--- config.mk ---
export PLATFORM = sky130hd
export DESIGN_NAME = minute_parameter_frame_parser_top
export DESIGN_NICKNAME = d
export VERILOG_FILES = /design/src/design/mppf_pkg.sv /design/src/design/minute_parameter_frame_parser_top.sv /design/src/design/mppf_core.sv /design/src/design/mppf_out_buf.sv
export SDC_FILE = /design/constraint.sdc
export NUM_CORES = 1
export LEC_CHECK = 0
export BUFFER_PORTS_ARGS = -buffer_cell sky130_fd_sc_hd__buf_2
export CAP_MARGIN = 20
export CORE_UTILIZATION = 63
export CTS_BUF_LIST = sky130_fd_sc_hd__clkbuf_4 sky130_fd_sc_hd__clkbuf_8
export CTS_CLUSTER_SIZE = 25
export DETAILED_ROUTE_END_ITERATION = 12
export PLACE_DENSITY = 0.88
export SYNTH_ARGS = -nofsm -noshare
export SYNTH_HDL_FRONTEND = slang
export SYNTH_HIERARCHICAL = 1
export SYNTH_SLANG_ARGS = --single-unit
--- constraint.sdc ---
create_clock -name clk_i -period 6.7 [get_ports clk_i]
set_clock_uncertainty 0.1 [all_clocks]
set_input_delay 0.67 -clock clk_i [delete_from_list [all_inputs] [get_ports clk_i]]
set_output_delay 0.67 -clock clk_i [all_outputs]
set_load 0.05 [all_outputs]
--- src/design/mppf_pkg.sv ---
// Shared types and constants for the minute parameter frame parser.
// Used by mppf_core, mppf_out_buf and minute_parameter_frame_parser_top.
`default_nettype none

package mppf_pkg;

  // Item operation codes
  typedef enum logic [1:0] {
    OP_START   = 2'd0,
    OP_BYTE    = 2'd1,
    OP_TIMEOUT = 2'd2
  } op_e;

  // Frame status as reported on the result channel
  typedef enum logic [1:0] {
    ST_IDLE    = 2'd0,
    ST_PENDING = 2'd1,
    ST_DONE    = 2'd2,
    ST_INVALID = 2'd3
  } status_e;

  // Dense error codes
  typedef enum logic [3:0] {
    ERR_CLEAR       = 4'd0,
    ERR_BED_ORDER   = 4'd1,
    ERR_MANY_PARAMS = 4'd2,
    ERR_BAD_BUSY    = 4'd3,
    ERR_EARLY_NEXT  = 4'd4,
    ERR_MANY_MIN    = 4'd5,
    ERR_EARLY_EOT   = 4'd6,
    ERR_BAD_CTRL    = 4'd7,
    ERR_NO_ANSWER   = 4'd8,
    ERR_COMM_BREAK  = 4'd9
  } err_e;

  // Configuration register indexes (byte address = 4 * index)
  typedef enum logic [1:0] {
    REG_BED      = 2'd0,
    REG_EOT      = 2'd1,
    REG_BUSY     = 2'd2,
    REG_NEXT_MIN = 2'd3
  } reg_e;

  localparam int unsigned AddrWidth = 4;
  localparam int unsigned DataWidth = 32;

  localparam logic [7:0] BedCodeRst     = 8'd192;
  localparam logic [7:0] EotCodeRst     = 8'd132;
  localparam logic [7:0] BusyCodeRst    = 8'd133;
  localparam logic [7:0] NextMinCodeRst = 8'd134;

  // Bit 7 set marks a control byte
  localparam int unsigned CtrlFlagBit = 7;

  typedef struct packed {
    logic [7:0] bed_code;
    logic [7:0] eot_code;
    logic [7:0] busy_code;
    logic [7:0] next_minute_code;
  } cfg_t;

  typedef struct packed {
    status_e     status;
    err_e        error_code;
    logic        value_valid;
    logic [13:0] value;
    logic [3:0]  minute_index;
    logic [4:0]  param_index;
  } result_t;

endpackage

`default_nettype wire

--- src/design/minute_parameter_frame_parser_top.sv ---
// Minute parameter frame parser: checks a serial answer frame and unpacks its values.
// Block usage:
//   Input channel (in_valid_i / in_stall_o): opcode_i start, received byte or timeout,
//   rx_byte_i the received byte. Output channel (out_valid_o / out_stall_i): exactly
//   one result per input transaction, carrying status, error code and, when a value
//   was completed, the value with its minute and parameter slot.
//   The result is registered in the output register, or in the skid register while the receiver stalls.
//   Throughput is 1 transaction per cycle while in_stall_o is low: the parse state updates in the accepting
//   cycle, so the next byte can follow at once.
//   When the receiver stalls, one more transaction lands in a skid register; after
//   that in_stall_o rises until the output drains.
//   Reset clears the frame state to idle and loads the default control codes; the
//   APB port (byte address 4*index) writes bed, eot, busy and next-minute codes and
//   should only be written while no transaction is in flight.
// Depends on mppf_pkg, mppf_core and mppf_out_buf.
`default_nettype none

module minute_parameter_frame_parser_top #(
  parameter int unsigned PARAMS_PER_MINUTE = 21,
  parameter int unsigned MINUTES           = 16
) (
  input  wire                               clk_i,
  input  wire                               rst_ni,
  // input channel
  input  wire                               in_valid_i,
  output logic                              in_stall_o,
  input  wire  [1:0]                        opcode_i,
  input  wire  [7:0]                        rx_byte_i,
  // output channel
  output logic                              out_valid_o,
  input  wire                               out_stall_i,
  output logic [1:0]                        status_o,
  output logic [3:0]                        error_code_o,
  output logic                              value_valid_o,
  output logic [13:0]                       value_o,
  output logic [3:0]                        minute_index_o,
  output logic [4:0]                        param_index_o,
  // configuration
  input  wire                               psel,
  input  wire                               penable,
  input  wire                               pwrite,
  input  wire  [mppf_pkg::AddrWidth-1:0]    paddr,
  input  wire  [mppf_pkg::DataWidth-1:0]    pwdata,
  output logic [mppf_pkg::DataWidth-1:0]    prdata,
  output logic                              pready
);

  mppf_pkg::cfg_t    cfg_q;
  mppf_pkg::result_t res;
  mppf_pkg::result_t res_out;
  mppf_pkg::reg_e    reg_sel;
  logic              cfg_wr;
  logic              step;
  logic [7:0]        rd_byte;

  assign pready  = 1'b1;
  assign reg_sel = mppf_pkg::reg_e'(paddr[3:2]);
  assign cfg_wr  = psel && penable && pwrite;

  // Configuration registers
  always_ff @(posedge clk_i or negedge rst_ni) begin
    if (!rst_ni) begin
      cfg_q.bed_code         <= mppf_pkg::BedCodeRst;
      cfg_q.eot_code         <= mppf_pkg::EotCodeRst;
      cfg_q.busy_code        <= mppf_pkg::BusyCodeRst;
      cfg_q.next_minute_code <= mppf_pkg::NextMinCodeRst;
    end else if (cfg_wr) begin
      unique case (reg_sel)
        mppf_pkg::REG_BED:      cfg_q.bed_code         <= pwdata[7:0];
        mppf_pkg::REG_EOT:      cfg_q.eot_code         <= pwdata[7:0];
        mppf_pkg::REG_BUSY:     cfg_q.busy_code        <= pwdata[7:0];
        mppf_pkg::REG_NEXT_MIN: cfg_q.next_minute_code <= pwdata[7:0];
        default:                cfg_q                  <= cfg_q;
      endcase
    end
  end

  // Register read back
  always_comb begin
    unique case (reg_sel)
      mppf_pkg::REG_BED:      rd_byte = cfg_q.bed_code;
      mppf_pkg::REG_EOT:      rd_byte = cfg_q.eot_code;
      mppf_pkg::REG_BUSY:     rd_byte = cfg_q.busy_code;
      mppf_pkg::REG_NEXT_MIN: rd_byte = cfg_q.next_minute_code;
      default:                rd_byte = '0;
    endcase
  end

  assign prdata = {{(mppf_pkg::DataWidth - 8){1'b0}}, rd_byte};

  // Advance the parser on each accepted transaction
  assign step = in_valid_i && !in_stall_o;

  mppf_core #(
    .PARAMS_PER_MINUTE (PARAMS_PER_MINUTE),
    .MINUTES           (MINUTES)
  ) u_core (
    .clk_i     (clk_i),
    .rst_ni    (rst_ni),
    .step_i    (step),
    .opcode_i  (opcode_i),
    .rx_byte_i (rx_byte_i),
    .cfg_i     (cfg_q),
    .res_o     (res)
  );

  mppf_out_buf u_out_buf (
    .clk_i       (clk_i),
    .rst_ni      (rst_ni),
    .in_valid_i  (in_valid_i),
    .in_stall_o  (in_stall_o),
    .data_i      (res),
    .out_valid_o (out_valid_o),
    .out_stall_i (out_stall_i),
    .data_o      (res_out)
  );

  assign status_o       = res_out.status;
  assign error_code_o   = res_out.error_code;
  assign value_valid_o  = res_out.value_valid;
  assign value_o        = res_out.value;
  assign minute_index_o = res_out.minute_index;
  assign param_index_o  = res_out.param_index;

`ifndef SYNTHESIS
  // Input stalls only while a result is held at the output
  assert property (@(posedge clk_i) disable iff (!rst_ni) in_stall_o |-> out_valid_o)
    else $error("input stalled with empty output register");

  // Value fields are zero unless a value was completed
  assert property (@(posedge clk_i) disable iff (!rst_ni)
    (out_valid_o && !value_valid_o) |->
      (value_o == '0 && minute_index_o == '0 && param_index_o == '0))
    else $error("value fields set without a completed value");

  // A completed value is only emitted while the frame is still pending
  assert property (@(posedge clk_i) disable iff (!rst_ni)
    (out_valid_o && value_valid_o) |-> (status_o == mppf_pkg::ST_PENDING))
    else $error("value emitted outside a pending frame");

  // A reported error always comes with an invalid status
  assert property (@(posedge clk_i) disable iff (!rst_ni)
    (out_valid_o && error_code_o != mppf_pkg::ERR_CLEAR) |->
      (status_o == mppf_pkg::ST_INVALID))
    else $error("error code without invalid status");
`endif

endmodule

`default_nettype wire

--- src/design/mppf_core.sv ---
// Frame parse state and the per-item check and unpack logic.
// Depends on mppf_pkg; the result is combinational, registered by mppf_out_buf.
`default_nettype none

module mppf_core #(
  parameter int unsigned PARAMS_PER_MINUTE = 21,
  parameter int unsigned MINUTES           = 16
) (
  input  wire                   clk_i,
  input  wire                   rst_ni,
  input  wire                   step_i,
  input  wire  [1:0]            opcode_i,
  input  wire  [7:0]            rx_byte_i,
  input  mppf_pkg::cfg_t        cfg_i,
  output mppf_pkg::result_t     res_o
);

  localparam int unsigned PW = $clog2(PARAMS_PER_MINUTE + 1);
  localparam int unsigned MW = $clog2(MINUTES + 1);

  mppf_pkg::status_e status_q, status_d;
  mppf_pkg::err_e    err_q, err_d;
  logic              bed_seen_q, bed_seen_d;
  logic              busy_seen_q, busy_seen_d;
  logic              eot_seen_q, eot_seen_d;
  logic              hh_pend_q, hh_pend_d;
  logic [6:0]        high_q, high_d;
  logic [PW-1:0]     pcnt_q, pcnt_d;
  logic [MW-1:0]     mcnt_q, mcnt_d;

  logic              is_bed;
  logic              params_full;
  logic              last_minute;
  logic              fail;
  mppf_pkg::err_e    fail_code;

  assign is_bed      = (rx_byte_i == cfg_i.bed_code);
  assign params_full = (pcnt_q == PW'(PARAMS_PER_MINUTE));
  assign last_minute = ((MW + 1)'(mcnt_q) + (MW + 1)'(1)) >= (MW + 1)'(MINUTES);

  // Work out the next parse state and the result of this item
  always_comb begin
    status_d    = status_q;
    err_d       = err_q;
    bed_seen_d  = bed_seen_q;
    busy_seen_d = busy_seen_q;
    eot_seen_d  = eot_seen_q;
    hh_pend_d   = hh_pend_q;
    high_d      = high_q;
    pcnt_d      = pcnt_q;
    mcnt_d      = mcnt_q;
    fail        = 1'b0;
    fail_code   = mppf_pkg::ERR_CLEAR;

    res_o.value_valid  = 1'b0;
    res_o.value        = '0;
    res_o.minute_index = '0;
    res_o.param_index  = '0;

    unique case (opcode_i)
      mppf_pkg::OP_START: begin
        status_d    = mppf_pkg::ST_PENDING;
        err_d       = mppf_pkg::ERR_CLEAR;
        bed_seen_d  = 1'b0;
        busy_seen_d = 1'b0;
        eot_seen_d  = 1'b0;
        hh_pend_d   = 1'b0;
        high_d      = '0;
        pcnt_d      = '0;
        mcnt_d      = '0;
      end
      mppf_pkg::OP_BYTE: begin
        if (status_q == mppf_pkg::ST_PENDING) begin
          priority if (bed_seen_q == is_bed) begin
            fail      = 1'b1;
            fail_code = mppf_pkg::ERR_BED_ORDER;
          end else if (is_bed) begin
            bed_seen_d = 1'b1;
          end else if (rx_byte_i[mppf_pkg::CtrlFlagBit]) begin
            // Control byte: checked in the order busy lock, next minute, eot, busy
            priority if (busy_seen_q && rx_byte_i != cfg_i.eot_code) begin
              fail      = 1'b1;
              fail_code = mppf_pkg::ERR_BAD_BUSY;
            end else if (rx_byte_i == cfg_i.next_minute_code) begin
              priority if (last_minute) begin
                fail      = 1'b1;
                fail_code = mppf_pkg::ERR_MANY_MIN;
              end else if (params_full) begin
                pcnt_d    = '0;
                hh_pend_d = 1'b0;
                mcnt_d    = mcnt_q + MW'(1);
              end else begin
                fail      = 1'b1;
                fail_code = mppf_pkg::ERR_EARLY_NEXT;
              end
            end else if (rx_byte_i == cfg_i.eot_code) begin
              priority if (busy_seen_q) begin
                status_d = mppf_pkg::ST_DONE;
              end else if (params_full) begin
                eot_seen_d = 1'b1;
              end else begin
                fail      = 1'b1;
                fail_code = mppf_pkg::ERR_EARLY_EOT;
              end
            end else if (rx_byte_i == cfg_i.busy_code) begin
              if (pcnt_q == '0 && mcnt_q == '0 && !hh_pend_q) begin
                busy_seen_d = 1'b1;
              end else begin
                fail      = 1'b1;
                fail_code = mppf_pkg::ERR_BAD_BUSY;
              end
            end else begin
              fail      = 1'b1;
              fail_code = mppf_pkg::ERR_BAD_CTRL;
            end
          end else if (!hh_pend_q) begin
            // High half of a value
            if (pcnt_q >= PW'(PARAMS_PER_MINUTE)) begin
              fail      = 1'b1;
              fail_code = mppf_pkg::ERR_MANY_PARAMS;
            end else begin
              high_d    = rx_byte_i[6:0];
              hh_pend_d = 1'b1;
            end
          end else begin
            // Low half completes the value
            res_o.value_valid  = 1'b1;
            res_o.value        = {1'b0, high_q, 6'b0} + {7'b0, rx_byte_i[6:0]};
            res_o.minute_index = 4'(mcnt_q);
            res_o.param_index  = 5'(pcnt_q);
            hh_pend_d          = 1'b0;
            pcnt_d             = pcnt_q + PW'(1);
          end
        end
      end
      mppf_pkg::OP_TIMEOUT: begin
        if (status_q == mppf_pkg::ST_PENDING) begin
          if (eot_seen_q) begin
            eot_seen_d = 1'b0;
            status_d   = mppf_pkg::ST_DONE;
          end else begin
            fail      = 1'b1;
            fail_code = bed_seen_q ? mppf_pkg::ERR_COMM_BREAK : mppf_pkg::ERR_NO_ANSWER;
          end
        end
      end
      default: begin
        // unused opcode: leave everything as is
      end
    endcase

    if (fail) begin
      status_d = mppf_pkg::ST_INVALID;
      err_d    = fail_code;
    end

    res_o.status     = status_d;
    res_o.error_code = err_d;
  end

  // Hold the parse state; advance it on each accepted transaction
  always_ff @(posedge clk_i or negedge rst_ni) begin
    if (!rst_ni) begin
      status_q    <= mppf_pkg::ST_IDLE;
      err_q       <= mppf_pkg::ERR_CLEAR;
      bed_seen_q  <= 1'b0;
      busy_seen_q <= 1'b0;
      eot_seen_q  <= 1'b0;
      hh_pend_q   <= 1'b0;
      high_q      <= '0;
      pcnt_q      <= '0;
      mcnt_q      <= '0;
    end else if (step_i) begin
      status_q    <= status_d;
      err_q       <= err_d;
      bed_seen_q  <= bed_seen_d;
      busy_seen_q <= busy_seen_d;
      eot_seen_q  <= eot_seen_d;
      hh_pend_q   <= hh_pend_d;
      high_q      <= high_d;
      pcnt_q      <= pcnt_d;
      mcnt_q      <= mcnt_d;
    end
  end

endmodule

`default_nettype wire

--- src/design/mppf_out_buf.sv ---
// Result register with a skid stage, so input and output sides are decoupled.
// Depends on mppf_pkg for the result type.
`default_nettype none

module mppf_out_buf (
  input  wire                  clk_i,
  input  wire                  rst_ni,
  input  wire                  in_valid_i,
  output logic                 in_stall_o,
  input  mppf_pkg::result_t    data_i,
  output logic                 out_valid_o,
  input  wire                  out_stall_i,
  output mppf_pkg::result_t    data_o
);

  logic              out_valid_q;
  logic              skid_valid_q;
  mppf_pkg::result_t out_q;
  mppf_pkg::result_t skid_q;
  logic              out_free;
  logic              accept;

  assign out_free   = !out_valid_q || !out_stall_i;
  assign in_stall_o = skid_valid_q;
  assign accept     = in_valid_i && !skid_valid_q;

  // Move the skid entry forward first, else take the new transaction
  always_ff @(posedge clk_i or negedge rst_ni) begin
    if (!rst_ni) begin
      out_valid_q  <= 1'b0;
      skid_valid_q <= 1'b0;
    end else if (out_free) begin
      out_valid_q  <= skid_valid_q || accept;
      skid_valid_q <= 1'b0;
    end else if (accept) begin
      skid_valid_q <= 1'b1;
    end
  end

  // Payload registers
  always_ff @(posedge clk_i) begin
    if (out_free) begin
      if (skid_valid_q) begin
        out_q <= skid_q;
      end else if (accept) begin
        out_q <= data_i;
      end
    end else if (accept) begin
      skid_q <= data_i;
    end
  end

  assign out_valid_o = out_valid_q;
  assign data_o      = out_q;

endmodule

`default_nettype wire
==> impl_metrics.sql <==
INSERT INTO impl_metrics (metric_group, metric, value, unit) VALUES
('worst_setup_path', 'worstPathArrival', '3610', 'ps'),
('yosys', 'syn-mean-instance-area', '12.4', 'µm²'),
('floorplanning', 'start_util', '65.1', '%'),
('power_and_ir_drop', 'power_switching_share', '32.9', '%'),
('status', 'status', 'finished clean', ''),
('final_layout', 'num_antenna_cells', '0', ''),
('worst_setup_path', 'max_stage_delay', '770', 'ps'),
('grt', 'via_count_of_the_first_global_routing_pass', '4463', ''),
('power_and_ir_drop', 'total_switching_power', '0.744', 'mW'),
('floorplanning', 'coreArea', '0.0103', 'mm²'),
('yosys', 'number_of_enable_flip_flop_cells_after_synthesis', '60', ''),
('yosys', 'synth.top_cells.by_area', 'sky130_fd_sc_hd__edfxtp_1, sky130_fd_sc_hd__dfrtp_1, sky130_fd_sc_hd__mux2_2', ''),
('yosys', 'synth_area', '0.00672', 'mm²'),
('drt', 'detail-route-antenna-nets', '0', ''),
('grt', 'grt_max_degree', '62', ''),
('drt', 'wl_per_cell', '17.5', 'µm'),
('yosys', 'warning_count_from_the_yosys_run', '6', ''),
('sta', 'setup-violations-final', '0', ''),
('yosys', 'synth.lib_cells_used.distinct', '74', ''),
('sta', 'timing.slew.headroom', '34.1', '%'),
('final_layout', 'final_area', '0.00740', 'mm²'),
('place', 'dp.cells', '720', ''),
('grt', 'gr-total-overflow', '0', ''),
('clock_tree', 'cts_setup_buffers', '0', ''),
('yosys', 'biggest_area_consumer_among_synthesized_cells', 'sky130_fd_sc_hd__edfxtp_1', ''),
('drt', 'detail_route.iter0.violations', '315', ''),
('final_layout', 'mostFrequentLayoutCell', 'sky130_fd_sc_hd__buf_2', ''),
('grt', 'grt_antenna_before_repair', '0', ''),
('yosys', 'seq_area_frac_synth', '49.7', '%'),
('run', 'drv.max_cap_violation_count', '0', ''),
('clock_tree', 'cts.sinks', '121', ''),
('drt', 'remaining_drc_errors', '0', ''),
('worst_setup_path', 'cp_cell_sequence', 'buf_2 -> inv_1 -> ha_1 -> nand2_1 -> a211oi_1 -> nand3_1 -> inv_1 -> and2_1 -> mux2_4', ''),
('clock_tree', 'clk_pin_slew_worst_paths', '70', 'ps'),
('power_and_ir_drop', 'vdd.ir_drop.worst', '166', 'µV'),
('worst_setup_path', 'critical_path_required', '6900', 'ps'),
('sta', 'final.hold.worst_slack', '296', 'ps'),
('drt', 'aggregate_routed_wire_length', '13200', 'µm'),
('floorplanning', 'io_pins', '118', ''),
('clock_tree', 'clockRootBuffer', 'sky130_fd_sc_hd__clkbuf_8', ''),
('final_layout', 'num-fill-cells', '703', ''),
('sta', 'timing.setup.tns', '0', 'ps'),
('worst_setup_path', 'cp-start-kind', 'input port', ''),
('power_and_ir_drop', 'fin_total_pwr', '2.26', 'mW'),
('drt', 'avgViaCountPerCell', '5.89', ''),
('final_layout', 'fin_cells', '752', ''),
('yosys', 'ys.flop_type', 'sky130_fd_sc_hd__edfxtp_1', ''),
('yosys', 'synth_top_area_share', '26.8', '%'),
('clock_tree', 'cts_max_path_buffers', '2', ''),
('grt', 'globalRouteTotalUtil', '25.4', '%'),
('clock_tree', 'insertion_delay', '430', 'ps'),
('worst_setup_path', 'crit_path_top_delay_cell', 'sky130_fd_sc_hd__ha_1', ''),
('power_and_ir_drop', 'part_of_the_total_power_dissipated_in_sequential_elements', '44.3', '%'),
('worst_setup_path', 'timing.critical_path.mode_cell', 'sky130_fd_sc_hd__inv_1', ''),
('clock_tree', 'tritoncts', 'built', ''),
('place', 'place.gp.congestion', '0.866', ''),
('yosys', 'ys_ff_latch', '121', ''),
('worst_setup_path', 'setup.worst_path.end_class', 'register', ''),
('power_and_ir_drop', 'power.density_cell_area', '306', 'mW/mm²'),
('yosys', 'async_flop_share', '50.4', '%'),
('clock_tree', 'hold_buffers', '0', ''),
('place', 'place_hpwl', '9180', 'µm'),
('grt', 'grt_first_pass_wirelength', '21600', 'µm'),
('yosys', 'postSynthCellCount', '542', ''),
('power_and_ir_drop', 'intPower', '1.52', 'mW'),
('place', 'detailedPlace.worstSlack', '2940', 'ps'),
('worst_setup_path', 'timing.critical_path.max_delay_family', 'simple AND/OR/NAND/NOR gates', ''),
('final_layout', 'signed_area_change_from_the_synthesized_netlist_to_the_final_layout', '10.2', '%'),
('final_layout', 'drive_above_1_share', '33.0', '%'),
('floorplanning', 'die_height', '105', 'µm'),
('power_and_ir_drop', 'combinationalPowerShare', '24.5', '%');
sequential cells by signal, summed over array words and instances (netlist names), 2 cells and up:
name / cells
cfg_q: 32
u_core/mcnt_q: 5
u_core/err_q: 4
u_core/pcnt_q: 5
u_core/status_q: 2
u_out_buf/skid_q: 30
u_core/high_q: 7
u_out_buf/data_o: 30
kinds of logic (layout without fill, tap and decap cells):
group	count (synthesis)	after routing	synth area share, %
compound gates	64	64	7.32
fa+ha+maj	12	12	2.23
mux	79	79	15.9
xor+xnor	41	41	5.46
flops	121	121	49.7
simple gates	150	150	12.5
buf+inv	73	124	6.80
other cells	2	25	0.112
synth_stat cells, types with 8 or more instances:
library cell               count
sky130_fd_sc_hd__nand4_1       8
sky130_fd_sc_hd__dfstp_2      10
sky130_fd_sc_hd__and2_1       15
sky130_fd_sc_hd__edfxtp_1     60
sky130_fd_sc_hd__xor2_1        8
sky130_fd_sc_hd__nand2_1      32
sky130_fd_sc_hd__mux2_4       26
sky130_fd_sc_hd__mux2_2       37
sky130_fd_sc_hd__inv_1        22
sky130_fd_sc_hd__o21ai_0      13
sky130_fd_sc_hd__dfrtp_1      51
sky130_fd_sc_hd__xnor2_1      32
sky130_fd_sc_hd__buf_4        27
sky130_fd_sc_hd__mux2i_1       8
sky130_fd_sc_hd__nor3_1       11
sky130_fd_sc_hd__nor2_1       31
sky130_fd_sc_hd__clkbuf_1      8
sky130_fd_sc_hd__mux4_2        8
sky130_fd_sc_hd__buf_2         9
sky130_fd_sc_hd__nand3_1      18
sky130_fd_sc_hd__ha_1         12
final timing paths:
| kind | endpoint | startpoint | cells after the start | slack, ps |
|---|---|---|---|---|
| setup / recovery | u_out_buf/data_o[9]$_DFFE_PP_ | opcode_i[1] | 9 | 3290 |
| hold / removal | u_out_buf/out_valid_o$_DFFE_PN0P_ | rst_ni | 2 | 300 |
| setup reg to reg | u_out_buf/data_o[28]$_DFFE_PP_ | u_core/pcnt_q[1]$_DFFE_PN0P_ | 10 | 3500 |
| hold reg to reg | u_core/high_q[0]$_DFFE_PN0P_ | u_core/high_q[0]$_DFFE_PN0P_ | 2 | 440 |
| max in group asynchronous | u_out_buf/in_stall_o$_DFFE_PN0P_ | rst_ni | 2 | 5670 |
| min in group clk_i | u_out_buf/out_valid_o$_DFFE_PN0P_ | in_valid_i | 2 | 400 |
power groups by stage:
stage,Combinational [mW],Clock (mW),Sequential (mW)
floorplan,0.398,0,1.05
global placement,0.527,0,1.00
detailed placement,0.540,0,1.01
CTS,0.551,0.714,1.00
global route,0.593,0.744,1.02
finish,0.553,0.705,1.00
final cells by class:
type | count | area (µm²) | area share, %
clock inverters | 15 | 199 | 2.69
multi-input cells | 371 | 3010 | 40.7
well taps | 136 | 170 | 2.30
flip-flops and latches | 121 | 3340 | 45.2
repair buffers | 70 | 360 | 4.87
clock buffers | 17 | 234 | 3.16
inverters | 22 | 82.6 | 1.12
per-layer routing:
layer | wire length, µm | part of all wire (%) | up-vias | global-route usage, %
li1 | - | - | 2044 | -
met1 | 5360 | 41 | 2150 | 31.2
met2 | 6670 | 51 | 195 | 42.9
met3 | 819 | 6.2 | 37 | 6.06
met4 | 317 | 2.4 | 0 | 11.3
met5 | 0 | 0 | - | 0
(Power assumes the default switching activity.)
